[config.mk]
export PLATFORM = sky130hd
export DESIGN_NAME = limit_switch_reversing_motor_unit_flat
export DESIGN_NICKNAME = d
export VERILOG_FILES = /design/src/rtl/lsrm_pkg.sv /design/src/rtl/lsrm_if.sv /design/src/rtl/limit_switch_reversing_motor_unit.sv /design/src/flat_wrapper.sv
export SDC_FILE = /design/constraint.sdc
export NUM_CORES = 1
export LEC_CHECK = 0
export BUFFER_PORTS_ARGS = -buffer_cell sky130_fd_sc_hd__buf_4
export CORE_UTILIZATION = 60
export DETAILED_ROUTE_END_ITERATION = 12
export PLACE_DENSITY = 0.81
export SLEW_MARGIN = 5
export SYNTH_ARGS = -nofsm -noshare
export SYNTH_HDL_FRONTEND = slang
export SYNTH_SLANG_ARGS = --single-unit
[constraint.sdc]
create_clock -name clk_i -period 6.22 [get_ports clk_i]
set_input_delay 0.622 -clock clk_i [delete_from_list [all_inputs] [get_ports clk_i]]
set_output_delay 0.622 -clock clk_i [all_outputs]
set_load 0.03 [all_outputs]
[src/rtl/lsrm_pkg.sv]
// Package for the limit switch reversing motor unit.
// Holds the opcode, drive state and register index codes and the pin struct.
// No dependencies.
package lsrm_pkg;

  localparam int unsigned CfgIdxW  = 1;
  localparam int unsigned CfgDataW = 16;
  localparam int unsigned TargetW  = 15;
  localparam int unsigned CountW   = 16;

  // Opcodes carried by an input item; the unused code behaves as a stop.
  localparam logic [1:0] OP_STOP        = 2'd0;
  localparam logic [1:0] OP_RUN         = 2'd1;
  localparam logic [1:0] OP_RUN_LIMITED = 2'd2;

  // Drive states, also used as the travel direction flag (brake means none).
  localparam logic [1:0] DRV_BRAKE = 2'd0;
  localparam logic [1:0] DRV_REV   = 2'd1;
  localparam logic [1:0] DRV_FWD   = 2'd2;

  // Configuration register indexes.
  localparam logic [CfgIdxW-1:0] REG_CYCLE_TARGET  = 1'b0;
  localparam logic [CfgIdxW-1:0] REG_STALL_TIMEOUT = 1'b1;

  localparam logic [CountW-1:0] STALL_TIMEOUT_RST = 16'd4000;
  localparam logic [CountW-1:0] COUNT_MAX         = 16'hFFFF;

  typedef struct packed {
    logic en;
    logic dir;
    logic run;
  } pins_t;

endpackage

[src/rtl/lsrm_if.sv]
// Channel interfaces of the limit switch reversing motor unit.
// Depends on lsrm_pkg for the payload widths.
interface lsrm_in_if;
  logic       valid;
  logic       ready;
  logic [1:0] opcode;
  logic       start_forward;
  logic       left_sensor_high;
  logic       right_sensor_high;

  modport source (output valid, opcode, start_forward, left_sensor_high,
                  right_sensor_high, input ready);
  modport sink (input valid, opcode, start_forward, left_sensor_high,
                right_sensor_high, output ready);
endinterface

interface lsrm_out_if;
  logic        valid;
  logic        ready;
  logic        enable_pin;
  logic        direction_pin;
  logic        run_pin;
  logic        done_res;
  logic [1:0]  travel_direction;
  logic [15:0] sweep_count;

  modport source (output valid, enable_pin, direction_pin, run_pin, done_res,
                  travel_direction, sweep_count, input ready);
  modport sink (input valid, enable_pin, direction_pin, run_pin, done_res,
                travel_direction, sweep_count, output ready);
endinterface

interface lsrm_cfg_if;
  logic                         valid;
  logic                         ready;
  logic [lsrm_pkg::CfgIdxW-1:0]  index;
  logic [lsrm_pkg::CfgDataW-1:0] data;

  modport source (output valid, index, data, input ready);
  modport sink (input valid, index, data, output ready);
endinterface

[src/rtl/limit_switch_reversing_motor_unit.sv]
// Top level of the limit switch reversing motor unit.
// Depends on lsrm_pkg and the channel interfaces in lsrm_if.sv.

// Back-and-forth motor sequencer. Each input item is one tick: an opcode
// (stop, run, run until the sweep target is reached), a start direction and
// the two end-stop sensor levels. Every item yields exactly one result item
// with the three drive pin levels, a done flag, the travel direction and the
// reversal count. The unit takes one item per clock cycle; the result
// appears in the output register in the cycle after the item is accepted. The
// whole tick decision is a single pass of compares and 16-bit counter
// updates, and the only thing that holds the input back is a full output
// register whose item is not being taken in the same cycle. The
// configuration port is always ready; cycle_target and stall_timeout are to
// be written only while no item is in flight.
module limit_switch_reversing_motor_unit
  import lsrm_pkg::*;
(
  input  logic        clk_i,
  input  logic        rst_ni,
  lsrm_in_if.sink     in_i,
  lsrm_out_if.source  out_o,
  lsrm_cfg_if.sink    cfg_i
);

  // Configuration registers.
  logic [TargetW-1:0] cycle_target_q;
  logic [CountW-1:0]  stall_timeout_q;

  // Sequencer state.
  logic              running_q, running_d;
  logic [1:0]        dir_flag_q, dir_flag_d;
  logic [1:0]        last_drive_q, last_drive_d;
  logic [CountW-1:0] stall_q, stall_d;
  logic [CountW-1:0] rev_q, rev_d;
  pins_t             pins_q, pins_d;

  // Output register.
  logic              out_valid_q;
  logic              done_q, done_d;

  logic              in_acc;
  logic              out_acc;

  assign cfg_i.ready = 1'b1;

  // A new item is taken whenever the output register is empty or drains now.
  assign in_i.ready = !out_valid_q || out_o.ready;
  assign in_acc     = in_i.valid && in_i.ready;
  assign out_acc    = out_valid_q && out_o.ready;

  always_comb begin
    logic [CountW-1:0] limit;
    logic [CountW-1:0] stall_inc;
    logic [1:0]        start_dir;
    logic [1:0]        req;
    logic              do_run;
    logic              do_stop;

    running_d    = running_q;
    dir_flag_d   = dir_flag_q;
    last_drive_d = last_drive_q;
    stall_d      = stall_q;
    rev_d        = rev_q;
    pins_d       = pins_q;
    done_d       = 1'b0;
    req          = last_drive_q;
    do_run       = 1'b0;
    do_stop      = 1'b0;

    limit     = {cycle_target_q, 1'b0};
    stall_inc = stall_q + 16'd1;
    start_dir = in_i.start_forward ? DRV_FWD : DRV_REV;

    case (in_i.opcode)
      OP_RUN: begin
        do_run = 1'b1;
      end
      OP_RUN_LIMITED: begin
        // Target reached: pin the count at the limit and stop, every time.
        if (rev_q >= limit) begin
          rev_d   = limit;
          do_stop = 1'b1;
          done_d  = 1'b1;
        end else begin
          do_run = 1'b1;
        end
      end
      default: begin
        do_stop = 1'b1;
      end
    endcase

    if (do_stop) begin
      req       = DRV_BRAKE;
      running_d = 1'b0;
    end

    if (do_run) begin
      if (!running_q) begin
        // First run tick after a stop ignores the sensors.
        req        = start_dir;
        running_d  = 1'b1;
        dir_flag_d = start_dir;
      end else begin
        if (!in_i.left_sensor_high && in_i.right_sensor_high) begin
          if (dir_flag_q != DRV_FWD) begin
            dir_flag_d = DRV_FWD;
            stall_d    = '0;
          end
        end else if (in_i.left_sensor_high && !in_i.right_sensor_high) begin
          if (dir_flag_q != DRV_REV) begin
            dir_flag_d = DRV_REV;
            stall_d    = '0;
          end
        end else if (in_i.left_sensor_high && in_i.right_sensor_high) begin
          // Both sensors high counts as a stall; time out into forward.
          stall_d = stall_inc;
          if (dir_flag_q != DRV_FWD && stall_inc >= stall_timeout_q) begin
            stall_d    = '0;
            dir_flag_d = DRV_FWD;
          end
        end
        req = dir_flag_d;
      end
    end

    // Pins move only on a change of drive state; a reverse/forward swap
    // counts one reversal, saturating at the top of the counter.
    if (req != last_drive_q) begin
      case (req)
        DRV_REV: begin
          pins_d.en  = 1'b1;
          pins_d.run = 1'b1;
          pins_d.dir = 1'b0;
          if (last_drive_q == DRV_FWD && rev_d != COUNT_MAX) begin
            rev_d = rev_d + 16'd1;
          end
          last_drive_d = DRV_REV;
        end
        DRV_FWD: begin
          pins_d.en  = 1'b1;
          pins_d.run = 1'b1;
          pins_d.dir = 1'b1;
          if (last_drive_q == DRV_REV && rev_d != COUNT_MAX) begin
            rev_d = rev_d + 16'd1;
          end
          last_drive_d = DRV_FWD;
        end
        default: begin
          pins_d.en    = 1'b1;
          pins_d.run   = 1'b0;
          last_drive_d = DRV_BRAKE;
        end
      endcase
    end
  end

  always_ff @(posedge clk_i or negedge rst_ni) begin
    if (!rst_ni) begin
      cycle_target_q  <= '0;
      stall_timeout_q <= STALL_TIMEOUT_RST;
    end else if (cfg_i.valid) begin
      if (cfg_i.index == REG_CYCLE_TARGET) begin
        cycle_target_q <= cfg_i.data[TargetW-1:0];
      end else begin
        stall_timeout_q <= cfg_i.data;
      end
    end
  end

  always_ff @(posedge clk_i or negedge rst_ni) begin
    if (!rst_ni) begin
      running_q    <= 1'b0;
      dir_flag_q   <= DRV_BRAKE;
      last_drive_q <= DRV_BRAKE;
      stall_q      <= '0;
      rev_q        <= '0;
      pins_q       <= '0;
      out_valid_q  <= 1'b0;
      done_q       <= 1'b0;
    end else begin
      if (in_acc) begin
        running_q    <= running_d;
        dir_flag_q   <= dir_flag_d;
        last_drive_q <= last_drive_d;
        stall_q      <= stall_d;
        rev_q        <= rev_d;
        pins_q       <= pins_d;
        done_q       <= done_d;
        out_valid_q  <= 1'b1;
      end else if (out_acc) begin
        out_valid_q <= 1'b0;
      end
    end
  end

  // The state registers hold exactly what the last result reports.
  assign out_o.valid            = out_valid_q;
  assign out_o.enable_pin       = pins_q.en;
  assign out_o.direction_pin    = pins_q.dir;
  assign out_o.run_pin          = pins_q.run;
  assign out_o.done_res         = done_q;
  assign out_o.travel_direction = dir_flag_q;
  assign out_o.sweep_count      = rev_q;

`ifndef ASSERT_OFF
  // A stopped sequencer always has the brake as its last drive state.
  a_stop_brakes: assert property (@(posedge clk_i) disable iff (!rst_ni)
    !running_q |-> last_drive_q == DRV_BRAKE)
    else $error("stopped but drive state is not brake");

  // A done result always shows the motor braked and the sequencer stopped.
  a_done_braked: assert property (@(posedge clk_i) disable iff (!rst_ni)
    out_valid_q && done_q |-> !pins_q.run && !running_q)
    else $error("done reported while motor still driven");

  // Only a finished limited run may lower the reversal count.
  a_rev_monotonic: assert property (@(posedge clk_i) disable iff (!rst_ni)
    in_acc && in_i.opcode != OP_RUN_LIMITED |=> rev_q >= $past(rev_q))
    else $error("reversal count went down outside a limited run");

  // An empty output register never blocks the input.
  a_ready_when_empty: assert property (@(posedge clk_i) disable iff (!rst_ni)
    !out_valid_q |-> in_i.ready)
    else $error("input stalled with empty output register");
`endif

endmodule
[src/flat_wrapper.sv]
// flat-port wrapper written by rule: the top's interface ports become plain ports
module limit_switch_reversing_motor_unit_flat import lsrm_pkg::*;
  (clk_i, rst_ni, in_i_valid, in_i_opcode, in_i_start_forward, in_i_left_sensor_high, in_i_right_sensor_high, in_i_ready, out_o_valid, out_o_enable_pin, out_o_direction_pin, out_o_run_pin, out_o_done_res, out_o_travel_direction, out_o_sweep_count, out_o_ready, cfg_i_valid, cfg_i_index, cfg_i_data, cfg_i_ready);
  lsrm_in_if in_i_i ();
  lsrm_out_if out_o_i ();
  lsrm_cfg_if cfg_i_i ();
  input  logic clk_i;
  input  logic rst_ni;
  input wire logic [$bits(in_i_i.valid)-1:0] in_i_valid;
  input wire logic [$bits(in_i_i.opcode)-1:0] in_i_opcode;
  input wire logic [$bits(in_i_i.start_forward)-1:0] in_i_start_forward;
  input wire logic [$bits(in_i_i.left_sensor_high)-1:0] in_i_left_sensor_high;
  input wire logic [$bits(in_i_i.right_sensor_high)-1:0] in_i_right_sensor_high;
  output wire logic [$bits(in_i_i.ready)-1:0] in_i_ready;
  output wire logic [$bits(out_o_i.valid)-1:0] out_o_valid;
  output wire logic [$bits(out_o_i.enable_pin)-1:0] out_o_enable_pin;
  output wire logic [$bits(out_o_i.direction_pin)-1:0] out_o_direction_pin;
  output wire logic [$bits(out_o_i.run_pin)-1:0] out_o_run_pin;
  output wire logic [$bits(out_o_i.done_res)-1:0] out_o_done_res;
  output wire logic [$bits(out_o_i.travel_direction)-1:0] out_o_travel_direction;
  output wire logic [$bits(out_o_i.sweep_count)-1:0] out_o_sweep_count;
  input wire logic [$bits(out_o_i.ready)-1:0] out_o_ready;
  input wire logic [$bits(cfg_i_i.valid)-1:0] cfg_i_valid;
  input wire logic [$bits(cfg_i_i.index)-1:0] cfg_i_index;
  input wire logic [$bits(cfg_i_i.data)-1:0] cfg_i_data;
  output wire logic [$bits(cfg_i_i.ready)-1:0] cfg_i_ready;
  assign in_i_i.valid = in_i_valid;
  assign in_i_i.opcode = in_i_opcode;
  assign in_i_i.start_forward = in_i_start_forward;
  assign in_i_i.left_sensor_high = in_i_left_sensor_high;
  assign in_i_i.right_sensor_high = in_i_right_sensor_high;
  assign in_i_ready = in_i_i.ready;
  assign out_o_valid = out_o_i.valid;
  assign out_o_enable_pin = out_o_i.enable_pin;
  assign out_o_direction_pin = out_o_i.direction_pin;
  assign out_o_run_pin = out_o_i.run_pin;
  assign out_o_done_res = out_o_i.done_res;
  assign out_o_travel_direction = out_o_i.travel_direction;
  assign out_o_sweep_count = out_o_i.sweep_count;
  assign out_o_i.ready = out_o_ready;
  assign cfg_i_i.valid = cfg_i_valid;
  assign cfg_i_i.index = cfg_i_index;
  assign cfg_i_i.data = cfg_i_data;
  assign cfg_i_ready = cfg_i_i.ready;
  limit_switch_reversing_motor_unit u_core (.clk_i(clk_i), .rst_ni(rst_ni), .in_i(in_i_i), .out_o(out_o_i), .cfg_i(cfg_i_i));
endmodule
==> flow_summary.toml <==
[status]
status = "finished clean"

[worst_setup_path]
crit_buf_inv = 1
cpMostUsedCell = "nor2_1"
worstPathCellList = "ha_1, nand4_1, nor2_1, o311a_1, o31a_1, buf_4, nand2_1, o21ai_0, ha_1, and3_1, nand4_1, nor3_1, o311ai_0, o211ai_1, nor2_1, nor2_1, o21ai_0, a31oi_1"
arrival_ns = 5.27
start_kind = "register"
end_kind = "register"
critPathTopFamily = "compound AO/OA/AOI/OAI gates"
slowest_stage = "dfrtp_1"
critPathRequiredTime_ns = 6.50
reg2reg_slack_ns = 1.23
crit_type = "register to register"
worstPathMaxFanout = 19
rr_endpoint = "u_core.out_o.sweep_count[3]"
cp.depth = 18
crit_start = "u_core.out_o.sweep_count[13]"
reg2reg_depth = 18
r2r-start = "u_core.out_o.sweep_count[13]"
slowest_delay_ns = 0.49
critPathCapture = "u_core.out_o.sweep_count[3]"

[cts]
path_clk_slew_ns = 0.09
post_cts_buffers = 0
postCtsHoldBufs = 0
cts_inserted_buffers = 9
cts_root_buffer = "clkbuf_8"
clk_path_buf_depth = 2
ctsResizeCount = 0
cts_sinks = 73
clkLatencyLatePin_ns = 0.36
cts_tree = "done"
h-tree-depth = 3

[final_layout]
diodes = 0
drive_above_1_share = 0.1662
finish.net_count = 721
instances_no_fill = 767
final_area_um2 = 5946
area_growth_pct = 12.10
nFillCells = 679

[drt]
drcViolationCount = 0
drt-total-wl_mm = 14.62
drtIter0Drc = 366
ant_nets = 0
vias_per_cell = 6.537
drt_pass1_iterations = 6
num_vias = 5014
avgRoutedWirePerCell_um = 19.06

[logic_synthesis]
ys_warn_count = 0
synth_area_leaders = "dfrtp_1 (32%), ha_1 (8.7%), mux2_2 (5.1%)"
synth_common_cells = "nand2_1 (69), dfrtp_1 (67), o21ai_0 (52)"
synth_cells = 621
syn_nets = 685
synth_top_area_frac = 0.3161
ys.flop_type = "dfrtp_1"
synth_most_common_cell = "nand2_1"
syn_area_per_cell_um2 = 8.541
seq_area_frac_synth = 0.3458
yosys.area.top_type = "dfrtp_1"
netlist_area_um2 = 5304
ys_seq_elements = 73
async_flop_share = 1.000
ys_types = 70
synth_edf_count = 0

[placement]
dp_hpwl_mm = 10.30
gp_congestion = 0.9941
dp_slack_ns = 1.286
port-buffer-count = 50
post-place-cells = 751
placed_area_um2 = 5727

[floorplan]
core-area_um2 = 8382
die_area_um2 = 9220
io-pin-count = 52
die_x_um = 96.02
start_util = 0.6328
die_h_um = 96.02
row_count = 33

[sta]
relSlewSlack = 0.3064
min_period_over_period = 0.8028
setup_viol_count_final = 0
drv_slew = 0
setup_tns_ns = 0
fin_skew_ns = 0.01232
rsz0062_at_grt = "no"
tightest_slew_ns = 1.036
layout_setup_ws_ns = 1.226
clock.fmax_ghz = 0.2003
period_minus_slack_ns = 4.994
finalHoldViolCount = 0
hold_ws_ns = 0.4068

[run]
maxCapViolCount = 0

[power_and_ir_drop]
p_leak_nw = 2.740
ir_drop_uv = 259.6
power_density_nw_per_um2 = 346.2

[global_routing]
grt_pass1_wl_mm = 23.69
grt_start_max_net_pins = 74
gr-total-overflow = 0
antenna_found_initial = 0
grt_use_total = 0.3375
grt_pass1_vias = 4881

[hold_path]
hold_class = "input port to asynchronous set/reset pin"
layout by cell type, fill, tap and decap left out, types with 5 or more instances in the layout:
master and n:
ha_1 37, o31ai_1 11, nand4_1 18, nor2b_1 5, xnor2_1 7, o211ai_1 7
mux2_2 24, and3_1 12, buf_4 54, dfstp_2 6, a31oi_1 7, o21a_1 6
o22ai_1 6, inv_1 47, nor3_1 5, mux2i_1 8, nand2_1 69, nand3_1 15
a22o_1 11, a21oi_1 31, nor2_1 48, nand2b_1 9, dfrtp_1 67, xor2_1 9
o21ai_0 52, clkbuf_8 9, and2_1 11
where the power goes:
| part | total [W] | switching, W | internal (W) |
|---|---|---|---|
| combinational | 0.000901 | 0.000548 | 0.000352 |
| sequential | 0.000730 | 0.000155 | 0.000575 |
| clock | 0.000428 | 0.000202 | 0.000226 |
registers in the layout, summed over array words and instances (netlist names):
signal	count
u_core.out_o.run_pin	1
u_core.out_o.sweep_count	16
u_core.stall_timeout_q	16
u_core.cycle_target_q	15
u_core.running_q	1
u_core.stall_q	16
u_core.out_o.direction_pin	1
u_core.last_drive_q	2
u_core.out_o.travel_direction	2
u_core.out_o.done_res	1
u_core.out_o.valid	1
u_core.out_o.enable_pin	1
worst register-to-register path, delay by kind of cell, from the launching register on:
family | cells | cell delay [ns]
compound gates | 7 | 1.80
fa+ha+maj | 2 | 0.72
buf+inv | 1 | 0.23
flops | 1 | 0.49
simple gates | 8 | 1.66
layer usage:
metal,track usage,share of wire
met2,0.5337,0.46
met5,0,0
met1,0.4394,0.42
met4,0.1841,0.039
met3,0.05608,0.082
per-stage QoR:
step,power (W),utilization
global placement,0.001572,0.6832
CTS,0.002040,0.7094
global route,0.002171,0.7094
floorplan,0.001305,-
finish,0.002058,0.7094
detailed placement,0.001602,0.6832
kinds of logic (layout without fill, tap and decap cells):
kind of cell               Yosys count  count (layout)  share of synthesized area
adders and majority gates           37              37                    0.08728
AOI/OAI and AO/OA                  179             179                     0.2295
muxes                               32              32                    0.06605
and+or+nand+nor                    207             207                     0.1873
DFF                                 73              73                     0.3458
xor gates and xnor gates            16              16                    0.02642
other                                1               1                  0.0007070
buffers and inverters               76             117                    0.05685
final cells by class:
type | count | area [µm²] | area share
Clock buffer | 9 | 123.9 | 0.02083
Clock inverter | 7 | 95.09 | 0.01599
Inverter | 47 | 176.4 | 0.02967
Multi-Input combinational cell | 472 | 3179 | 0.5347
Sequential cell | 73 | 1834 | 0.3085
Tap cell | 105 | 131.4 | 0.02210
Timing Repair Buffer | 54 | 405.4 | 0.06818
worst min path at each step:
stage                                 start  cells past startpoint  slack, ns                         to
global placement    u_core.out_o.enable_pin                      1       0.46    u_core.out_o.enable_pin
CTS                                  rst_ni                      1       0.44  u_core.stall_timeout_q[6]
detailed placement  u_core.out_o.enable_pin                      1       0.46    u_core.out_o.enable_pin
global route                     in_i_valid                      2       0.47         u_core.out_o.valid
floorplan                            rst_ni                      0       0.33   u_core.cycle_target_q[0]
finish                               rst_ni                      1       0.41          u_core.stall_q[7]
Note: power is estimated with default switching activity, not from simulation.
